<file path="config.mk">
export PLATFORM = sky130hd
export DESIGN_NAME = one_shot_timer_table_flat
export DESIGN_NICKNAME = d
export VERILOG_FILES = /design/src/design/ostt_pkg.sv /design/src/design/ostt_if.sv /design/src/design/one_shot_timer_table.sv /design/src/flat_wrapper.sv
export SDC_FILE = /design/constraint.sdc
export NUM_CORES = 2
export LEC_CHECK = 0
export BUFFER_PORTS_ARGS = -buffer_cell sky130_fd_sc_hd__buf_2
export CORE_ASPECT_RATIO = 0.8
export CORE_MARGIN = 2
export CORE_UTILIZATION = 25
export DETAILED_ROUTE_END_ITERATION = 8
export PLACE_DENSITY = 0.44
export SYNTH_ARGS = -nofsm -noshare
export SYNTH_HDL_FRONTEND = slang
export SYNTH_SLANG_ARGS = --single-unit
</file>
<file path="constraint.sdc">
create_clock -name clk_i -period 10 [get_ports clk_i]
set_clock_uncertainty 0.1 [all_clocks]
set_input_delay 2 -clock clk_i [delete_from_list [all_inputs] [get_ports clk_i]]
set_output_delay 2 -clock clk_i [all_outputs]
set_load 0.01 [all_outputs]
</file>
<file path="src/design/ostt_pkg.sv">
// ----------------------------------------------------------------------------
// ostt_pkg
// Shared types and constants of the one-shot timer table.
// ----------------------------------------------------------------------------
package ostt_pkg;

  localparam int unsigned TableDepthDef = 16;
  localparam int unsigned OwnerBitsDef  = 8;
  localparam int unsigned MaxResults    = 16;

  typedef enum logic [1:0] {
    OP_SET     = 2'd0,
    OP_TICK    = 2'd1,
    OP_PAUSE   = 2'd2,
    OP_UNPAUSE = 2'd3
  } op_e;

  typedef enum logic [2:0] {
    KIND_SET     = 3'd0,
    KIND_EXPIRED = 3'd1,
    KIND_NONE    = 3'd2,
    KIND_FULL    = 3'd3,
    KIND_DONE    = 3'd4
  } kind_e;

  typedef struct packed {
    logic [1:0]  operation;
    logic [31:0] now;
    logic [31:0] duration;
    logic [7:0]  owner;
  } req_t;

  typedef struct packed {
    logic [2:0]  kind;
    logic [31:0] timer_id;
    logic [7:0]  owner_tag;
    logic        last;
  } rsp_t;

endpackage

</file>
<file path="src/design/ostt_if.sv">
// ----------------------------------------------------------------------------
// ostt_if
// Valid/ready channel that carries one request or one response.
// ----------------------------------------------------------------------------
interface ostt_if #(
  parameter type payload_t = logic
);
  logic     valid;
  logic     ready;
  payload_t data;

  modport source (output valid, output data, input ready);
  modport sink   (input valid, input data, output ready);
endinterface

</file>
<file path="src/design/one_shot_timer_table.sv">
// ----------------------------------------------------------------------------
// one_shot_timer_table
// A set is answered from the output register in the cycle after it is accepted. Tick,
// pause and unpause read each stored entry in turn and process it in ST_PROC, with
// ST_READ between entries, then give their last response from ST_END; an empty
// table goes straight to ST_END. Response stalls can hold these steps.
// One transaction is handled at a time; a response waits in an output register.
// Reset clears the entry count and the id counter; table contents stay unknown.
// ----------------------------------------------------------------------------
module one_shot_timer_table #(
  parameter int unsigned TABLE_DEPTH = ostt_pkg::TableDepthDef,
  parameter int unsigned OWNER_BITS  = ostt_pkg::OwnerBitsDef
) (
  input logic clk_i,
  input logic rst_ni,
  ostt_if.sink   req_i,
  ostt_if.source rsp_o
);
  import ostt_pkg::*;

  localparam int unsigned AW = (TABLE_DEPTH > 1) ? $clog2(TABLE_DEPTH) : 1;
  localparam int unsigned CW = $clog2(TABLE_DEPTH + 1);

  typedef struct packed {
    logic [31:0]           fire;
    logic [31:0]           start;
    logic [31:0]           len;
    logic [31:0]           id;
    logic [OWNER_BITS-1:0] own;
  } entry_t;

  typedef enum logic [3:0] {
    ST_IDLE = 4'b0001,
    ST_READ = 4'b0010,
    ST_PROC = 4'b0100,
    ST_END  = 4'b1000
  } state_e;

  entry_t mem [TABLE_DEPTH];
  entry_t rd_q;
  logic   we;
  logic [AW-1:0] wa, ra;
  entry_t wd;

  always_ff @(posedge clk_i) begin
    if (we) begin
      mem[wa] <= wd;
    end
    rd_q <= mem[ra];
  end

  state_e        st_q, st_d;
  logic [CW-1:0] cnt_q, cnt_d, rp_q, rp_d, keep_q, keep_d;
  logic [4:0]    n_q, n_d;
  logic [31:0]   nid_q, nid_d;
  req_t          req_q, req_d;
  logic          ov_q, ov_d;
  rsp_t          out_q, out_d;
  logic [31:0]   hid_q, hid_d;
  logic [OWNER_BITS-1:0] hown_q, hown_d;

  logic [31:0] elapsed;
  logic        has_more, fired;

  always_comb begin
    st_d = st_q; cnt_d = cnt_q; rp_d = rp_q; keep_d = keep_q; n_d = n_q;
    nid_d = nid_q; req_d = req_q; ov_d = ov_q; out_d = out_q;
    hid_d = hid_q; hown_d = hown_q;
    we = 1'b0; wa = '0; wd = rd_q; ra = rp_q[AW-1:0];
    elapsed = req_q.now - rd_q.start;
    has_more = (rp_q + CW'(1)) < cnt_q;
    fired = (rd_q.fire <= req_q.now) && (n_q < 5'(MaxResults));
    req_i.ready = (st_q == ST_IDLE) && (!ov_q || rsp_o.ready);
    if (ov_q && rsp_o.ready) ov_d = 1'b0;
    case (st_q)
      ST_IDLE: begin
        if (req_i.valid && req_i.ready) begin
          req_d = req_i.data;
          rp_d = '0; keep_d = '0; n_d = '0;
          if (req_i.data.operation == OP_SET) begin
            ov_d = 1'b1;
            out_d.last = 1'b1;
            if (cnt_q >= CW'(TABLE_DEPTH)) begin
              out_d.kind = KIND_FULL; out_d.timer_id = '0; out_d.owner_tag = '0;
            end else begin
              we = 1'b1; wa = cnt_q[AW-1:0];
              wd.start = req_i.data.now;
              wd.len = req_i.data.duration;
              wd.fire = req_i.data.now + req_i.data.duration;
              wd.id = nid_q;
              wd.own = OWNER_BITS'(req_i.data.owner);
              cnt_d = cnt_q + CW'(1);
              nid_d = nid_q + 32'd1;
              out_d.kind = KIND_SET; out_d.timer_id = nid_q;
              out_d.owner_tag = 8'(OWNER_BITS'(req_i.data.owner));
            end
          end else if (cnt_q == '0) begin
            st_d = ST_END;
          end else begin
            ra = '0;
            st_d = ST_PROC;
          end
        end
      end
      ST_READ: begin
        st_d = ST_PROC;
      end
      ST_PROC: begin
        if (req_q.operation == OP_TICK && fired) begin
          if (n_q == '0 || !ov_d) begin
            if (n_q != '0) begin
              ov_d = 1'b1;
              out_d.kind = KIND_EXPIRED; out_d.timer_id = hid_q;
              out_d.owner_tag = 8'(hown_q); out_d.last = 1'b0;
            end
            hid_d = rd_q.id; hown_d = rd_q.own;
            n_d = n_q + 5'd1;
            if (has_more) begin
              rp_d = rp_q + CW'(1); ra = rp_d[AW-1:0]; st_d = ST_READ;
            end else begin
              cnt_d = keep_q; st_d = ST_END;
            end
          end
        end else begin
          we = 1'b1;
          if (req_q.operation == OP_TICK) begin
            wa = keep_q[AW-1:0]; keep_d = keep_q + CW'(1);
          end else begin
            wa = rp_q[AW-1:0];
            if (req_q.operation == OP_PAUSE) begin
              wd.len = (elapsed >= rd_q.len) ? 32'd0 : rd_q.len - elapsed;
            end else begin
              wd.start = req_q.now; wd.fire = req_q.now + rd_q.len;
            end
          end
          if (has_more) begin
            rp_d = rp_q + CW'(1); ra = rp_d[AW-1:0]; st_d = ST_READ;
          end else begin
            if (req_q.operation == OP_TICK) cnt_d = keep_d;
            st_d = ST_END;
          end
        end
      end
      ST_END: begin
        if (req_q.operation == OP_TICK && n_q != '0) begin
          if (!ov_d) begin
            ov_d = 1'b1; out_d.last = 1'b1;
            out_d.kind = KIND_EXPIRED;
            out_d.timer_id = hid_q; out_d.owner_tag = 8'(hown_q);
            st_d = ST_IDLE;
          end
        end else if (!ov_d) begin
          ov_d = 1'b1; out_d.last = 1'b1;
          out_d.kind = (req_q.operation == OP_TICK) ? KIND_NONE : KIND_DONE;
          out_d.timer_id = '0; out_d.owner_tag = '0;
          st_d = ST_IDLE;
        end
      end
      default: st_d = ST_IDLE;
    endcase
  end

  assign rsp_o.valid = ov_q;
  assign rsp_o.data  = out_q;

  always_ff @(posedge clk_i or negedge rst_ni) begin
    if (!rst_ni) begin
      st_q <= ST_IDLE; cnt_q <= '0; nid_q <= '0; ov_q <= 1'b0;
      rp_q <= '0; keep_q <= '0; n_q <= '0;
    end else begin
      st_q <= st_d; cnt_q <= cnt_d; nid_q <= nid_d; ov_q <= ov_d;
      rp_q <= rp_d; keep_q <= keep_d; n_q <= n_d;
    end
  end

  always_ff @(posedge clk_i) begin
    req_q  <= req_d;
    out_q  <= out_d;
    hid_q  <= hid_d;
    hown_q <= hown_d;
  end

endmodule

</file>
<file path="src/flat_wrapper.sv">
// flat-port wrapper written by rule: the top's interface ports become plain ports
module one_shot_timer_table_flat import ostt_pkg::*;
#(
  parameter int unsigned TABLE_DEPTH = ostt_pkg::TableDepthDef,
  parameter int unsigned OWNER_BITS  = ostt_pkg::OwnerBitsDef
)
  (clk_i, rst_ni, req_i_valid, req_i_data, req_i_ready, rsp_o_valid, rsp_o_data, rsp_o_ready);
  ostt_if #(.payload_t(req_t)) req_i_i ();
  ostt_if #(.payload_t(rsp_t)) rsp_o_i ();
  input logic clk_i;
  input logic rst_ni;
  input wire logic [$bits(req_i_i.valid)-1:0] req_i_valid;
  input wire logic [$bits(req_i_i.data)-1:0] req_i_data;
  output wire logic [$bits(req_i_i.ready)-1:0] req_i_ready;
  output wire logic [$bits(rsp_o_i.valid)-1:0] rsp_o_valid;
  output wire logic [$bits(rsp_o_i.data)-1:0] rsp_o_data;
  input wire logic [$bits(rsp_o_i.ready)-1:0] rsp_o_ready;
  assign req_i_i.valid = req_i_valid;
  assign req_i_i.data = req_i_data;
  assign req_i_ready = req_i_i.ready;
  assign rsp_o_valid = rsp_o_i.valid;
  assign rsp_o_data = rsp_o_i.data;
  assign rsp_o_i.ready = rsp_o_ready;
  one_shot_timer_table #(.TABLE_DEPTH(TABLE_DEPTH), .OWNER_BITS(OWNER_BITS)) u_core (.clk_i(clk_i), .rst_ni(rst_ni), .req_i(req_i_i), .rsp_o(rsp_o_i));
endmodule
</file>
# Word level (Yosys, flattened, before mapping)
# Memories as Yosys holds them, arrays and structs flattened. A register that Yosys moved wholly into a read port is not among the register bits.
# Index checks and enable logic that the tools add are counted.
[word_totals]
reg_bits = 175
latchBits = 0
ram_bits = 2176
romBits = 0
inputBits = 78
elab_cells = 150
n_memories = 1
[mem_list]
columns = ["name", "depth", "word_bits", "read_ports", "rd_ports_with_merged_regs", "wr", "line", "source"]
rows = [
  ["u_core.mem", 16, 136, 1, 1, 1, "one_shot_timer_table.sv:39", "entry_t mem [TABLE_DEPTH];"],
]
[op_classes]
n_addsub = 9
multipliers = 0
n_div = 0
magnitude_cmp = 5
eq_ne = 18
shifts = 0
n_mux = 76
bitwise_logic = 1
reduce_logical = 25
[ops]
columns = ["cell", "count"]
rows = [
  ["$mux 136", 3],
  ["$mux 44", 8],
  ["$mux 96", 2],
  ["$pmux 96 s2", 1],
  ["$pmux 44 s3", 1],
  ["$mux 5", 16],
  ["$mux 4", 18],
  ["$add 32x32->32", 2],
  ["$mux 32", 2],
  ["$mux 64", 1],
  ["$sub 32x32->32", 2],
  ["$mux 42", 1],
  ["$mux 40", 1],
  ["$pmux 5 s2", 4],
  ["$add 32x1->32 const B", 1],
  ["$ge 32x32->1", 1],
  ["$le 32x32->1", 1],
  ["$add 5x1->5 const B", 4],
  ["$pmux 4 s2", 2],
  ["$pmux 4 s4", 1],
  ["$ne 2x2->1 const B", 7],
  ["$reduce_and 7->1", 2],
  ["$mux 1", 12],
  ["$reduce_and 4->1", 3],
  ["26 further kinds", 38],
]

# Logic depth before layout (Yosys ltp)
[logic_depth]
word_depth = 8
ltp_mapped = 26

# Least setup slack after synthesis
# OpenSTA, ideal clock, no wires.
[synth_timing]
path_kind = "in2reg"
start = "in rsp_o_ready"
end = "mem u_core.mem[12][0] in the netlist's numbering, enable pin"
setup_ns = 0.634
arrival_time_ns = 10.079
required_ns = 9.266
slack_ns = -0.813
path_stages = 7
path_buffers = 1
path_cell_list = "nand2b_1 -> nand3_1 -> inv_1 -> clkbuf_1 -> nand2_1 -> o32a_1 -> nor2_1"
[synth_via]
elab_chain_cells = 7
word_cells_on_any_way = 9
[synth_lines]
columns = ["item", "line", "source"]
rows = [
  ["start, declared", "flat_wrapper.sv:17", "input wire logic [$bits(rsp_o_i.ready)-1:0] rsp_o_ready;"],
  ["$logic_or 1x1->1 (*)", "one_shot_timer_table.sv:73", "req_i.ready = (st_q == ST_IDLE) && (!ov_q || rsp_o.ready);"],
  ["$logic_and 1x1->1 (*)", "one_shot_timer_table.sv:73", ""],
  ["$logic_and 1x1->1 (*)", "one_shot_timer_table.sv:77", "if (req_i.valid && req_i.ready) begin"],
  ["$mux 1", "one_shot_timer_table.sv:77", ""],
  ["$pmux 1 s2", "one_shot_timer_table.sv:75", "case (st_q)"],
  ["$mux 1", "one_shot_timer_table.sv:46", "if (we) begin"],
  ["$mux 1 (implied by the code)", "one_shot_timer_table.sv:47", "mem[wa] <= wd;"],
  ["end, declared", "one_shot_timer_table.sv:39", ""],
]
# Mark *: on every way between the ends. The rest lies on a longest branch, timed or not.

==> flow_summary.ini <==
[finish]
final_layout_size_suffix_gt1_share_pct = 10.41
multiInputGateArea_um2 = 32190
syn_to_final_growth_pct = 15.44
fillers = 42690
final-seq-area_um2 = 73040
final_nets = 7362

[sta]
timing.final.ws_setup_ns = 1.493
final.period_utilization_pct = 85.07
timing.final.crit_period_ns = 8.507
rsz0062_at_grt = no
final.hold.worst_slack_ns = 0.3292
max_slew.worst_pin.slew_ns = 1.337
hold_viol = 0
drv_slew = 0
fmax_mhz = 117.5
setup_viol_count_final = 0
relSlewSlack_pct = 9.935

[logic_synthesis]
synth.mux.area_fraction_pct = 5.125
synth_warnings = 0
post_synthesis_xor_xnor_area_fraction_pct = 1.151
synth_simple_gate_area_share_pct = 3.985
main_combinational_cell_family_by_area_after_synthesis = compound AO/OA/AOI/OAI gates
syn-num-nets = 7374
ys_dominant_reg_cell = sky130_fd_sc_hd__edfxtp_1
yosysTopAreaCell = sky130_fd_sc_hd__edfxtp_1
synth-async-reset-ratio_pct = 2.292
synth_area_um2 = 108000
synthAdderAreaFrac_pct = 2.020
netlist_top_cells_area = sky130_fd_sc_hd__edfxtp_1 64%, sky130_fd_sc_hd__mux2i_1 5.1%, sky130_fd_sc_hd__a2111o_1 4.3%, sky130_fd_sc_hd__o2111a_1 4.2%, sky130_fd_sc_hd__a211oi_1 2.9%
post_synth_num_cell_types = 76
synth_sequential_area_ratio_pct = 67.62
synth_edf_count = 2294
netlist_instances = 7124
yosys_register_bits = 2487
synth_top_cell_area_share_pct = 63.77
avg_inst_size_synth_um2 = 15.16
synthesized_area_fraction_occupied_by_ao_oa_aoi_and_oai_cells_pct = 17.28

[route]
wirelength_mm = 376.8
drt_first_iter_violations = 6105
drtPass1Iterations = 6
antenna_violating_nets_post_route = 0
post_detailed_route_drc_marker_count = 0
via_count = 68120
vias_per_cell = 5.196
post_detailed_route_wirelength_per_cell_um = 28.75

[floorplanning]
dieHeight_um = 591.9
die_area_um2 = 437400
core_region_area_um2 = 429300
start_util_pct = 25.16
die_width_um = 738.9
num_io_pins = 124
placement_rows = 215

[clock_network]
clk_transition_reported_paths_ns = 0.06
ctsHoldBuffers = 0
cts.path.max_buffers = 4
htreeDepth = 5
clk_latency_ns = 0.93
cts_setup_buffers = 0
post_cts_resized = 0
cts_root_buf = sky130_fd_sc_hd__clkbuf_16
cts.sinks = 2487
cts-buffers-inserted = 292
cts_tree = done

[worst_setup_path]
cp-start-kind = flop
cp_slowest_cell = sky130_fd_sc_hd__o21ai_0
critical-path-max-stage-delay_ns = 1.04
crit_fanout = 16
critical_path.endpoint_type = flop
crit_path_cell_trace = inv_1 -> ha_1 -> fa_1 -> nor2b_1 -> o31a_1 -> o31ai_1 -> o21ai_1 -> o311a_1 -> o21ai_1 -> a211oi_1 -> o41ai_1 -> or4b_2 -> o311a_1 -> ha_1 -> nand3_1 -> or3_1 -> o21ai_0 -> a2111oi_0 -> o22ai_1 -> and2_1 -> nand2_1 -> buf_12 -> o21ai_0
criticalPathCategory = flop to flop
required_ns = 10.43
wp_data_arrival_ns = 8.94

[global_routing]
grt_start_max_net_pins = 162
number_of_antenna_violations_at_the_first_check_in_global_routing = 31
global_route.usage.total_pct = 16.50
grt_pass1_wl_mm = 529.7
grt-ovfl-total = 0
grt_pass1_vias = 67810

[placed_design]
final_gp_congestion = 0.8661
dp_slack_ns = 1.503
dpl.hpwl_mm = 194.4
port_buffers = 123

[outcome]
run_status = completed

[job]
max_cap_violations = 0

[power]
power_w = 0.04278
power-per-cell-area_nw_per_um2 = 343.1
ir_drop_v = 0.0003567
power_leakage_nw = 38.64

[hold_path]
hold_path.class = flop to flop
[layout make-up]
class	instances	area share, %
Clock buffer	398	6.436
Multi-Input combinational cell	3904	25.82
Sequential cell	2487	58.58
Timing Repair Buffer	309	2.065
Clock inverter	132	0.9553
Tap cell	5750	5.770
Antenna cell	11	0.02208
Inverter	118	0.3552
[synthesized netlist by cell type, drive strengths merged, types with 9 or more instances]
| cell | number |
|---|---|
| o21a | 17 |
| o2111a | 407 |
| nand4 | 169 |
| xnor2 | 96 |
| mux2i | 553 |
| or3 | 9 |
| a22o | 41 |
| buf | 145 |
| xor2 | 46 |
| nor3 | 67 |
| a211oi | 422 |
| nand2b | 21 |
| a21o | 70 |
| a2111o | 408 |
| o211ai | 10 |
| a31oi | 17 |
| and3 | 18 |
| dfrtp | 56 |
| dfxtp | 136 |
| a22oi | 48 |
| a32oi | 10 |
| nand2 | 387 |
| o31ai | 14 |
| a221o | 177 |
| nor2b | 21 |
| inv | 117 |
| edfxtp | 2294 |
| ha | 168 |
| nor2 | 121 |
| a21oi | 260 |
| o21ai | 135 |
| o21bai | 22 |
| and2 | 11 |
| nand3 | 52 |
| clkbuf | 470 |
[cell usage in the layout (no fill, tap or decap), types with 21 or more instances in the layout]
cell type and count:
sky130_fd_sc_hd__o2111a_1 407, sky130_fd_sc_hd__xnor2_1 96, sky130_fd_sc_hd__nor2b_1 21, sky130_fd_sc_hd__o21ai_1 22
sky130_fd_sc_hd__a21o_1 70, sky130_fd_sc_hd__o21bai_1 22, sky130_fd_sc_hd__buf_2 123, sky130_fd_sc_hd__a22o_1 41
sky130_fd_sc_hd__nand3_1 52, sky130_fd_sc_hd__buf_4 141, sky130_fd_sc_hd__a211oi_1 422, sky130_fd_sc_hd__clkbuf_1 83
sky130_fd_sc_hd__edfxtp_1 2294, sky130_fd_sc_hd__inv_1 115, sky130_fd_sc_hd__ha_1 168, sky130_fd_sc_hd__dfxtp_1 136
sky130_fd_sc_hd__a22oi_1 48, sky130_fd_sc_hd__dfrtp_1 55, sky130_fd_sc_hd__a2111o_1 408, sky130_fd_sc_hd__o21ai_0 110
sky130_fd_sc_hd__a221o_1 177, sky130_fd_sc_hd__buf_12 45, sky130_fd_sc_hd__nand2_1 386, sky130_fd_sc_hd__clkbuf_16 300
sky130_fd_sc_hd__clkinv_2 41, sky130_fd_sc_hd__nor3_1 63, sky130_fd_sc_hd__a21oi_1 259, sky130_fd_sc_hd__nor2_1 101
sky130_fd_sc_hd__xor2_1 46, sky130_fd_sc_hd__nand4_1 169, sky130_fd_sc_hd__mux2i_1 553, sky130_fd_sc_hd__clkinv_1 44
sky130_fd_sc_hd__nand2b_1 21
[worst paths after layout]
kind,to,from,slack [ns],cells after the start
max in group asynchronous,u_core.rp_q[2],rst_ni,7.70,2
worst min-delay path,u_core.hid_q[16],u_core.rd_q[24],0.33,0
worst min register to register,u_core.hid_q[16],u_core.rd_q[24],0.33,0
min in group asynchronous,u_core.nid_q[26],rst_ni,0.87,1
worst max-delay path,u_core.mem[8][71],u_core.req_q[40],1.49,23
worst max register to register,u_core.mem[8][71],u_core.req_q[40],1.49,23
[registers in the layout, indices dropped and copies added, names as in the netlist]
register	count
u_core.rd_q	136
u_core.rp_q	5
u_core.hown_q	8
u_core.nid_q	32
u_core.n_q	5
u_core.mem	2176
u_core.req_q	34
u_core.rsp_o.valid	1
u_core.st_q	4
u_core.keep_q	5
u_core.hid_q	32
u_core.cnt_q	5
u_core.rsp_o.data	44
[worst max-delay path, delay by kind of cell, from the launching register on]
| kind | cells | cell delay [ns] |
|---|---|---|
| buf+inv | 2 | 0.43 |
| compound gates | 12 | 4.44 |
| fa+ha+maj | 3 | 0.76 |
| flops | 1 | 0.45 |
| simple gates | 6 | 1.91 |
[metal layers]
metal / share of wire [%] / global-route usage, % / vias to the layer above
met2: 48 / 27.67 / 1932
met1: 46 / 22.72 / 36120
li1: - / - / 29570
met4: 2.5 / 4.328 / 0
met5: 0 / 0 / -
met3: 4.0 / 1.843 / 487
[logic make-up after synthesis]
kind of cell             count (synthesis)
flip-flops                            2487
AO/OA/AOI/OAI                         2131
multiplexers                           553
XOR/XNOR                               142
buffers and inverters                  733
adder cells (fa/ha/maj)                172
AND/OR/NAND/NOR                        906
[power breakdown]
part           internal [W]  total, W  leakage (nW)  switching [W]
Sequential           0.0146    0.0152          22.6       0.000670
Clock               0.00607    0.0104          4.49        0.00435
Combinational       0.00522    0.0171          11.6         0.0119
Total                0.0259    0.0428          38.6         0.0169
[through the flow]
step | cells | setup TNS, ns | instance area, µm² | util (%)
5_1_grt | 13110 | 0 | 124700 | 29.04
2_1_floorplan | 7124 | -1018.52 | 108000 | -
4_1_cts | 13100 | 0 | 124700 | 29.04
6_report | 13110 | 0 | 124700 | 29.04
3_3_place_gp | 12570 | 0 | 115400 | 26.89
3_5_place_dp | 12570 | 0 | 115400 | 26.89
Note: power is estimated with default switching activity, not from simulation.
